<file path="src/rtl/core/linked_task_queue_manager_core_assert.svh">
// assertion macros used by the queue manager datapath
`ifndef LINKED_TASK_QUEUE_MANAGER_CORE_ASSERT_SVH
`define LINKED_TASK_QUEUE_MANAGER_CORE_ASSERT_SVH

// condition a implies condition b in the same cycle
`define LTQM_ASSERT_SAME(label, clk, rst, a, b) \
  label: assert property (@(posedge clk) disable iff (rst) (a) |-> (b)) \
    else $error("ltqm assertion failed");

// condition a implies condition b in the next cycle
`define LTQM_ASSERT_NEXT(label, clk, rst, a, b) \
  label: assert property (@(posedge clk) disable iff (rst) (a) |=> (b)) \
    else $error("ltqm assertion failed");

`endif

</file>
<file path="src/rtl/core/ltqm_pkg.sv">
// shared constants, codes and control types of the linked task queue manager
package ltqm_pkg;

  localparam int NUM_TASKS  = 32;
  localparam int NUM_QUEUES = 16;
  localparam int TASK_W     = (NUM_TASKS > 1) ? $clog2(NUM_TASKS) : 1;
  localparam int QUEUE_W    = (NUM_QUEUES > 1) ? $clog2(NUM_QUEUES) : 1;

  typedef enum logic [1:0] {
    OP_APPEND = 2'd0,
    OP_POP    = 2'd1,
    OP_UNLINK = 2'd2
  } opcode_t;

  typedef enum logic [1:0] {
    STAT_DONE  = 2'd0,
    STAT_EMPTY = 2'd1,
    STAT_ERROR = 2'd2
  } status_t;

  typedef enum logic {
    S_IDLE = 1'b0,
    S_EXEC = 1'b1
  } state_t;

  // controller to datapath
  typedef struct packed {
    logic capture;  // latch the item and read the link memories
    logic exec;     // update lists and load the result register
  } ltqm_cmd_t;

  // datapath to controller
  typedef struct packed {
    logic res_valid;
  } ltqm_stat_t;

endpackage

</file>
<file path="src/rtl/core/ltqm_ctrl.sv">
// controller state machine of the linked task queue manager
module ltqm_ctrl (
  input  logic                clk,
  input  logic                rst,
  input  logic                in_valid,
  output logic                in_stall,
  input  logic                out_stall,
  input  ltqm_pkg::ltqm_stat_t stat,
  output ltqm_pkg::ltqm_cmd_t  cmd
);

  ltqm_pkg::state_t state, state_next;

  always_ff @(posedge clk) begin
    if (rst) begin
      state <= ltqm_pkg::S_IDLE;
    end else begin
      state <= state_next;
    end
  end

  always_comb begin
    state_next  = state;
    cmd.capture = 1'b0;
    cmd.exec    = 1'b0;
    in_stall    = 1'b1;
    case (state)
      ltqm_pkg::S_IDLE: begin
        in_stall = 1'b0;
        if (in_valid) begin
          cmd.capture = 1'b1;
          state_next  = ltqm_pkg::S_EXEC;
        end
      end
      ltqm_pkg::S_EXEC: begin
        // wait while a finished result is still held at the output
        if (!stat.res_valid || !out_stall) begin
          cmd.exec   = 1'b1;
          state_next = ltqm_pkg::S_IDLE;
        end
      end
      default: begin
        state_next = ltqm_pkg::S_IDLE;
      end
    endcase
  end

endmodule

</file>
<file path="src/rtl/core/ltqm_dpath.sv">
// datapath of the linked task queue manager: queue table, link memories, result register
`include "linked_task_queue_manager_core_assert.svh"

module ltqm_dpath (
  input  logic                clk,
  input  logic                rst,
  input  ltqm_pkg::ltqm_cmd_t  cmd,
  output ltqm_pkg::ltqm_stat_t stat,
  input  logic [1:0]          opcode,
  input  logic [3:0]          queue_id,
  input  logic [4:0]          task_id,
  output logic                out_valid,
  input  logic                out_stall,
  output logic [1:0]          status,
  output logic [4:0]          removed_task,
  output logic [4:0]          head_task,
  output logic                queue_empty
);

  localparam int TW = ltqm_pkg::TASK_W;
  localparam int QW = ltqm_pkg::QUEUE_W;
  localparam int NT = ltqm_pkg::NUM_TASKS;
  localparam int NQ = ltqm_pkg::NUM_QUEUES;

  // per queue
  logic [TW-1:0] head_q [NQ];
  logic [TW-1:0] tail_q [NQ];
  logic [NQ-1:0] nonempty;

  // per task: valid bits in flops, links in memories
  logic [NT-1:0] queued;
  logic [NT-1:0] has_next;
  logic [TW-1:0] next_mem [NT];
  logic [TW-1:0] prev_mem [NT];
  logic [QW-1:0] qnum_mem [NT];

  // latched item and registered read data
  logic [1:0]    op_r;
  logic [3:0]    q_r;
  logic [4:0]    t_r;
  logic [TW-1:0] rd_next;
  logic [TW-1:0] rd_prev;
  logic [QW-1:0] rd_qnum;

  // result register
  logic          res_valid;
  logic [1:0]    res_status;
  logic [4:0]    res_removed;
  logic [4:0]    res_head;
  logic          res_empty;

  // update decisions
  logic          q_ok, t_ok;
  logic [QW-1:0] qi;
  logic [TW-1:0] ti;
  logic          ne;
  logic [TW-1:0] hd, tl;
  logic          do_pop;
  logic [TW-1:0] pop_task;
  logic [NT-1:0] queued_next, has_next_next;
  logic          hq_we, tq_we, ne_we, ne_wd;
  logic [TW-1:0] hq_wd, tq_wd;
  logic          nx_we, pv_we, qn_we;
  logic [TW-1:0] nx_wa, nx_wd, pv_wa, pv_wd, qn_wa;
  logic [QW-1:0] qn_wd;
  ltqm_pkg::status_t st;
  logic [TW-1:0] removed;
  logic          new_ne;
  logic [TW-1:0] new_hd;
  logic [TW-1:0] rd_addr;

  // next link is read at the head for a pop, else at the given task
  assign rd_addr = (ltqm_pkg::opcode_t'(opcode) == ltqm_pkg::OP_POP)
                   ? head_q[queue_id[QW-1:0]] : task_id[TW-1:0];

  always_ff @(posedge clk) begin
    if (cmd.capture) begin
      op_r    <= opcode;
      q_r     <= queue_id;
      t_r     <= task_id;
      rd_next <= next_mem[rd_addr];
      rd_prev <= prev_mem[task_id[TW-1:0]];
      rd_qnum <= qnum_mem[task_id[TW-1:0]];
    end
  end

  assign qi   = q_r[QW-1:0];
  assign ti   = t_r[TW-1:0];
  assign q_ok = 32'(q_r) < NQ;
  assign t_ok = 32'(t_r) < NT;
  assign ne   = nonempty[qi];
  assign hd   = head_q[qi];
  assign tl   = tail_q[qi];

  always_comb begin
    st            = ltqm_pkg::STAT_ERROR;
    removed       = '0;
    do_pop        = 1'b0;
    pop_task      = hd;
    queued_next   = queued;
    has_next_next = has_next;
    hq_we = 1'b0;  hq_wd = ti;
    tq_we = 1'b0;  tq_wd = ti;
    ne_we = 1'b0;  ne_wd = 1'b0;
    nx_we = 1'b0;  nx_wa = tl;  nx_wd = ti;
    pv_we = 1'b0;  pv_wa = ti;  pv_wd = tl;
    qn_we = 1'b0;  qn_wa = ti;  qn_wd = qi;
    new_ne = ne;
    new_hd = hd;
    if (q_ok) begin
      case (ltqm_pkg::opcode_t'(op_r))
        ltqm_pkg::OP_APPEND: begin
          if (t_ok && !queued[ti]) begin
            if (ne) begin
              nx_we = 1'b1;
              has_next_next[tl] = 1'b1;
              pv_we = 1'b1;
              pv_wd = tl;
            end else begin
              hq_we  = 1'b1;
              hq_wd  = ti;
              pv_we  = 1'b1;
              pv_wd  = ti;
              ne_we  = 1'b1;
              ne_wd  = 1'b1;
              new_ne = 1'b1;
              new_hd = ti;
            end
            tq_we = 1'b1;
            tq_wd = ti;
            has_next_next[ti] = 1'b0;
            queued_next[ti]   = 1'b1;
            qn_we = 1'b1;
            st    = ltqm_pkg::STAT_DONE;
          end
        end
        ltqm_pkg::OP_POP: begin
          if (ne) begin
            do_pop = 1'b1;
            st     = ltqm_pkg::STAT_DONE;
          end else begin
            st = ltqm_pkg::STAT_EMPTY;
          end
        end
        ltqm_pkg::OP_UNLINK: begin
          if (t_ok && queued[ti] && rd_qnum == qi && ne) begin
            st = ltqm_pkg::STAT_DONE;
            if (hd == ti) begin
              do_pop = 1'b1;
            end else begin
              if (has_next[ti]) begin
                // splice predecessor to successor
                nx_we = 1'b1;
                nx_wa = rd_prev;
                nx_wd = rd_next;
                pv_we = 1'b1;
                pv_wa = rd_next;
                pv_wd = rd_prev;
              end else begin
                // unlinking the tail
                has_next_next[rd_prev] = 1'b0;
                tq_we = 1'b1;
                tq_wd = rd_prev;
              end
              has_next_next[ti] = 1'b0;
              queued_next[ti]   = 1'b0;
              removed = ti;
            end
          end
        end
        default: begin
          st = ltqm_pkg::STAT_ERROR;
        end
      endcase
    end
    if (do_pop) begin
      pop_task = hd;
      removed  = hd;
      if (has_next[hd]) begin
        hq_we  = 1'b1;
        hq_wd  = rd_next;
        new_hd = rd_next;
      end else begin
        ne_we  = 1'b1;
        ne_wd  = 1'b0;
        hq_we  = 1'b1;
        hq_wd  = '0;
        tq_we  = 1'b1;
        tq_wd  = '0;
        new_ne = 1'b0;
      end
      has_next_next[pop_task] = 1'b0;
      queued_next[pop_task]   = 1'b0;
    end
    if (!q_ok) begin
      new_ne = 1'b0;
    end
  end

  // state update
  always_ff @(posedge clk) begin
    if (rst) begin
      nonempty <= '0;
      queued   <= '0;
      has_next <= '0;
    end else if (cmd.exec) begin
      if (ne_we) begin
        nonempty[qi] <= ne_wd;
      end
      queued   <= queued_next;
      has_next <= has_next_next;
    end
  end

  always_ff @(posedge clk) begin
    if (cmd.exec) begin
      if (hq_we) begin
        head_q[qi] <= hq_wd;
      end
      if (tq_we) begin
        tail_q[qi] <= tq_wd;
      end
      if (nx_we) begin
        next_mem[nx_wa] <= nx_wd;
      end
      if (pv_we) begin
        prev_mem[pv_wa] <= pv_wd;
      end
      if (qn_we) begin
        qnum_mem[qn_wa] <= qn_wd;
      end
    end
  end

  // result register
  always_ff @(posedge clk) begin
    if (rst) begin
      res_valid <= 1'b0;
    end else if (cmd.exec) begin
      res_valid <= 1'b1;
    end else if (!out_stall) begin
      res_valid <= 1'b0;
    end
  end

  always_ff @(posedge clk) begin
    if (cmd.exec) begin
      res_status  <= st;
      res_removed <= 5'(removed);
      res_head    <= new_ne ? 5'(new_hd) : 5'd0;
      res_empty   <= !new_ne;
    end
  end

  assign stat.res_valid = res_valid;
  assign out_valid      = res_valid;
  assign status         = res_status;
  assign removed_task   = res_removed;
  assign head_task      = res_head;
  assign queue_empty    = res_empty;

  `LTQM_ASSERT_SAME(a_next_only_if_queued, clk, rst, 1'b1, (has_next & ~queued) == '0)
  `LTQM_ASSERT_NEXT(a_exec_gives_result, clk, rst, cmd.exec, res_valid)
  `LTQM_ASSERT_SAME(a_empty_head_zero, clk, rst, res_valid && res_empty, res_head == 5'd0)
  `LTQM_ASSERT_SAME(a_no_exec_over_held, clk, rst, cmd.exec, !res_valid || !out_stall)

endmodule

</file>
<file path="src/rtl/core/linked_task_queue_manager_core.sv">
// Linked task queue manager: sixteen FIFO queues kept as doubly linked lists over
// thirty-two task numbers. Each item appends a task at a queue's tail, removes the
// head, or unlinks a given task, and gives one result with status, removed task and
// the queue's head and empty flag afterwards. Each item is first captured, reading the
// next, previous and queue-number link memories into registers, then executed, which
// updates the lists and loads the output register; the next item is accepted the cycle
// after that update. A result held by out_stall delays the update of the following
// item until the output register frees. No clearing pass after reset.
module linked_task_queue_manager_core (
  input  logic       clk,
  input  logic       rst,
  input  logic       in_valid,
  output logic       in_stall,
  input  logic [1:0] opcode,
  input  logic [3:0] queue_id,
  input  logic [4:0] task_id,
  output logic       out_valid,
  input  logic       out_stall,
  output logic [1:0] status,
  output logic [4:0] removed_task,
  output logic [4:0] head_task,
  output logic       queue_empty
);

  ltqm_pkg::ltqm_cmd_t  cmd;
  ltqm_pkg::ltqm_stat_t stat;

  ltqm_ctrl u_ctrl (
    .clk       (clk),
    .rst       (rst),
    .in_valid  (in_valid),
    .in_stall  (in_stall),
    .out_stall (out_stall),
    .stat      (stat),
    .cmd       (cmd)
  );

  ltqm_dpath u_dpath (
    .clk          (clk),
    .rst          (rst),
    .cmd          (cmd),
    .stat         (stat),
    .opcode       (opcode),
    .queue_id     (queue_id),
    .task_id      (task_id),
    .out_valid    (out_valid),
    .out_stall    (out_stall),
    .status       (status),
    .removed_task (removed_task),
    .head_task    (head_task),
    .queue_empty  (queue_empty)
  );

endmodule

</file>
<file path="config.mk">
export PLATFORM = sky130hd
export DESIGN_NAME = linked_task_queue_manager_core
export DESIGN_NICKNAME = d
export VERILOG_FILES = /design/src/rtl/core/ltqm_pkg.sv /design/src/rtl/core/ltqm_ctrl.sv /design/src/rtl/core/ltqm_dpath.sv /design/src/rtl/core/linked_task_queue_manager_core.sv
export VERILOG_INCLUDE_DIRS = /design/src /design/src/rtl/core
export SDC_FILE = /design/constraint.sdc
export NUM_CORES = 1
export LEC_CHECK = 0
export BUFFER_PORTS_ARGS = -buffer_cell sky130_fd_sc_hd__buf_2
export CAP_MARGIN = 5
export CORE_ASPECT_RATIO = 0.75
export CORE_MARGIN = 1
export CORE_UTILIZATION = 55
export DETAILED_ROUTE_END_ITERATION = 8
export HOLD_SLACK_MARGIN = 0.1
export PLACE_DENSITY = 0.71
export SYNTH_ARGS = -nofsm -noshare
export SYNTH_HDL_FRONTEND = slang
export SYNTH_SLANG_ARGS = --single-unit
</file>
<file path="constraint.sdc">
create_clock -name clk -period 6.2 [get_ports clk]
set_clock_uncertainty 0.2 [all_clocks]
set_input_delay 0.31 -clock clk [delete_from_list [all_inputs] [get_ports clk]]
set_output_delay 0.31 -clock clk [all_outputs]
set_load 0.1 [all_outputs]
</file>
==> flow_summary_export.csv <==
group,metric,value,unit
outcome,status,"finished clean",
critical_path,r2r_end,"u_dpath.tail_q[6][2]",
critical_path,worst_r2r_path_depth,9,
floorplan,initial_utilization,0.5617,
pwr,power_frac_comb,0.128,
critical_path,worst-path-buf-inv,2,
clock_network,clock_latency,0.63,ns
detailed_routing,drt_drc_violations_left,0,
clock_network,cts.sinks,732,
pwr,leakage,12.54,nW
critical_path,path_class,"reg -> reg",
detailed_routing,wire_per_inst,33.06,um
clock_network,cts_inserted_buffers,71,
critical_path,worstSetupEndpointType,"register",
detailed_routing,via_per_inst,7.078,
floorplan,fp-row-count,78,
timing,max-slew-margin-rel,0.02042,
yosys,yosys-top-cells-area,"edfxtp_1, mux4_2, mux2i_1",
detailed_routing,first_pass_iters,6,
yosys,seq_area_frac_synth,0.6165,
pwr,switching_share,0.2645,
clock_network,ctsResizeCount,0,
yosys,synthTopCellsByCount,"edfxtp_1, nor2_1, mux2i_1",
global_route,grtUsageTotal,0.3575,
global_route,grt_start_max_net_pins,41,
yosys,synth-seq-cells,732,
critical_path,cp.depth,9,
pwr,seq_power_share,0.484,
clock_network,clk_pin_slew,0.06,ns
yosys,syn-num-nets,2474,
pwr,p_switching,3.064,mW
global_route,grt_pass1_wl,163000,um
clock_network,cts_tree,"built",
placed_design,dp_cells,3234,
critical_path,path_cells,"buf_4 -> mux4_2 -> mux2i_4 -> inv_2 -> mux2i_1 -> o22ai_1 -> or4_4 -> a211oi_4 -> nor2_1",
detailed_routing,routed_wl,111800,um
critical_path,cp_max_fo,29,
detailed_routing,ant_nets,0,
layout,final_net_count,2539,
run,cap_violations,0,
timing,fmax,180.2,MHz
timing,worst_slew_pin_slew,1.460,ns
floorplan,die_h,218.1,um
layout,area_growth,11.50,%
timing,grt_setup_unrepaired,"false",
global_route,grt-ovfl-total,0,
pwr,power_density,303.3,mW/mm^2
critical_path,max_stage_delay,0.99,ns
yosys,synth_cells,2455,
yosys,synth_edf_count,646,
timing,setup_violations,0,
floorplan,core,0.06100,mm^2
detailed_routing,drtIter0Drc,3724,
critical_path,crit_end,"u_dpath.tail_q[6][2]",
pwr,ir_drop,0.2274,mV
critical_path,start_kind,"register",
yosys,yosys.area.top_type_share,0.5662,
floorplan,die_area,0.06330,mm^2
floorplan,num_io_pins,30,
placed_design,numPortBuffers,29,
yosys,synth_area_per_cell,13.95,um^2
clock_network,clk_path_buf_depth,3,
yosys,synth_cell_type_count,83,
timing,finalCriticalPeriod,5.549,ns
layout,drive_above_1_share,0.1955,
critical_path,rrSetupSlack,0.65,ns
floorplan,die_x,290.2,um
yosys,yosysMostFrequentCell,"edfxtp_1",
critical_path,worstPathArrival,5.64,ns
timing,hold_viol_final,0,
timing,period_share,0.8950,
global_route,grt_pass1_vias,23130,
yosys,async_reset_ff_frac,0,
placed_design,dpl.hpwl,77520,um
yosys,synth_top_area_cell,"edfxtp_1",
layout,fillers,4485,
critical_path,cp_top_family,"multiplexers",
pwr,clkPwrFrac,0.388,
timing,setup_tns,0,ns
critical_path,required,6.29,ns
yosys,synth_ff_type,"edfxtp_1",
global_route,antenna_found_initial,4,
detailed_routing,vias,23940,
placed_design,gp_congestion,1.059,
layout,stdcell_count,3382,
clock_network,ctsHtreeMaxLevel,3,
critical_path,cp_slowest_cell,"dfxtp_2",
pwr,p_int,8.522,mW
clock_network,cts_root_buf,"clkbuf_16",
yosys,synth-warning-count,0,
timing,finalMaxSlewViolations,0,
hold_path,hold_path.class,"in -> reg",
yosys,syn_area,0.03426,mm^2
worst min path at each step:
stage / to / start / slack, ns / cells past startpoint
global placement: u_dpath.queued[30] / u_dpath.queued[30] / 0.25 / 2
CTS: u_dpath.qn_wa[0] / task_id[0] / 0.13 / 1
global route: u_dpath.qn_wa[3] / task_id[3] / 0.16 / 1
floorplan: u_dpath.op_r[0] / opcode[0] / 0.21 / 0
finish: u_dpath.qn_wa[0] / task_id[0] / 0.12 / 1
detailed placement: u_dpath.queued[30] / u_dpath.queued[30] / 0.26 / 2
per-stage QoR:
step / hold slack [ns] / setup slack [ns] / utilization / area (um^2) / power (mW)
global route: 0.1618 / 0.3888 / 0.6261 / 38190 / 11.86
CTS: 0.1271 / 0.6754 / 0.6256 / 38160 / 11.56
finish: 0.1226 / 0.6510 / 0.6262 / 38200 / 11.59
detailed placement: 0.2588 / 0.7149 / 0.5845 / 35650 / 7.122
floorplan: 0.2089 / 1.489 / - / 34260 / 6.548
global placement: 0.2501 / 0.8091 / 0.5845 / 35650 / 7.105
cells in the final DEF, fill, tap and decap left out, drive strengths merged, types with 7 or more instances in the layout:
master	count
o22ai	27
edfxtp	646
and3	16
mux2i	194
inv	34
clkbuf	89
nor2b	12
buf	144
mux4	157
o21ai	105
a21oi	84
bufinv	9
dfxtp	86
nand3	60
a22oi	28
a32o	12
a41oi	10
a31oi	35
nand2b	10
a221oi	9
o31ai	27
xnor2	7
clkinv	24
nor3	43
a211o	8
and2	7
dlygate4sd3	10
a211oi	23
nor2	259
a21boi	7
o211ai	16
a311oi	7
a22o	12
mux2	41
nor3b	12
nand2	175
nor4	13
sequential cells by signal, indices dropped and copies added, names as in the netlist, 16 cells and up, named ones only:
signal,flops
u_dpath.next_mem,160
u_dpath.prev_mem,160
u_dpath.qnum_mem,128
u_dpath.head_q,80
u_dpath.tail_q,80
u_dpath.has_next,32
u_dpath.queued,32
u_dpath.nonempty,16
what timing repair did:
item / in CTS / in global routing
setup buffers: 0 / 0
hold buffers: 10 / 0
setup endpoints to repair: 0 / 0
endpoints found under the hold margin: 12 / 0
power by group through the flow:
stage / sequential (mW) / clock (mW) / combinational [mW]
2_1_floorplan: 5.69 / 0 / 0.858
3_5_place_dp: 5.70 / 0 / 1.42
3_3_place_gp: 5.70 / 0 / 1.41
5_1_grt: 5.61 / 4.72 / 1.53
6_report: 5.60 / 4.50 / 1.49
4_1_cts: 5.60 / 4.53 / 1.43
layout make-up:
type	instances	area [um^2]	area share
flip-flops and latches	732	21120	0.5530
clock inverters	42	511.7	0.01340
multi-input cells	1530	12420	0.3251
diodes	4	10.01	0.0002620
clock buffers	89	1897	0.04966
repair buffers	154	1121	0.02935
inverters	31	116.4	0.003046
well taps	800	1001	0.02620
kinds of logic after synthesis:
kind of cell               share of synthesized area
AOI/OAI and AO/OA                            0.09605
xor gates and xnor gates                    0.002045
adders and majority gates                   0.001461
buffers and inverters                        0.02421
DFF                                           0.6165
muxes                                         0.1746
and+or+nand+nor                              0.08517
routing by layer:
metal  GRT usage  wire (um)
met2      0.5011      46650
met5    0.001524         25
met1      0.5288      46660
met3      0.1094      14680
met4      0.1236       3794
No activity file was read; power rests on OpenSTA's default activity.
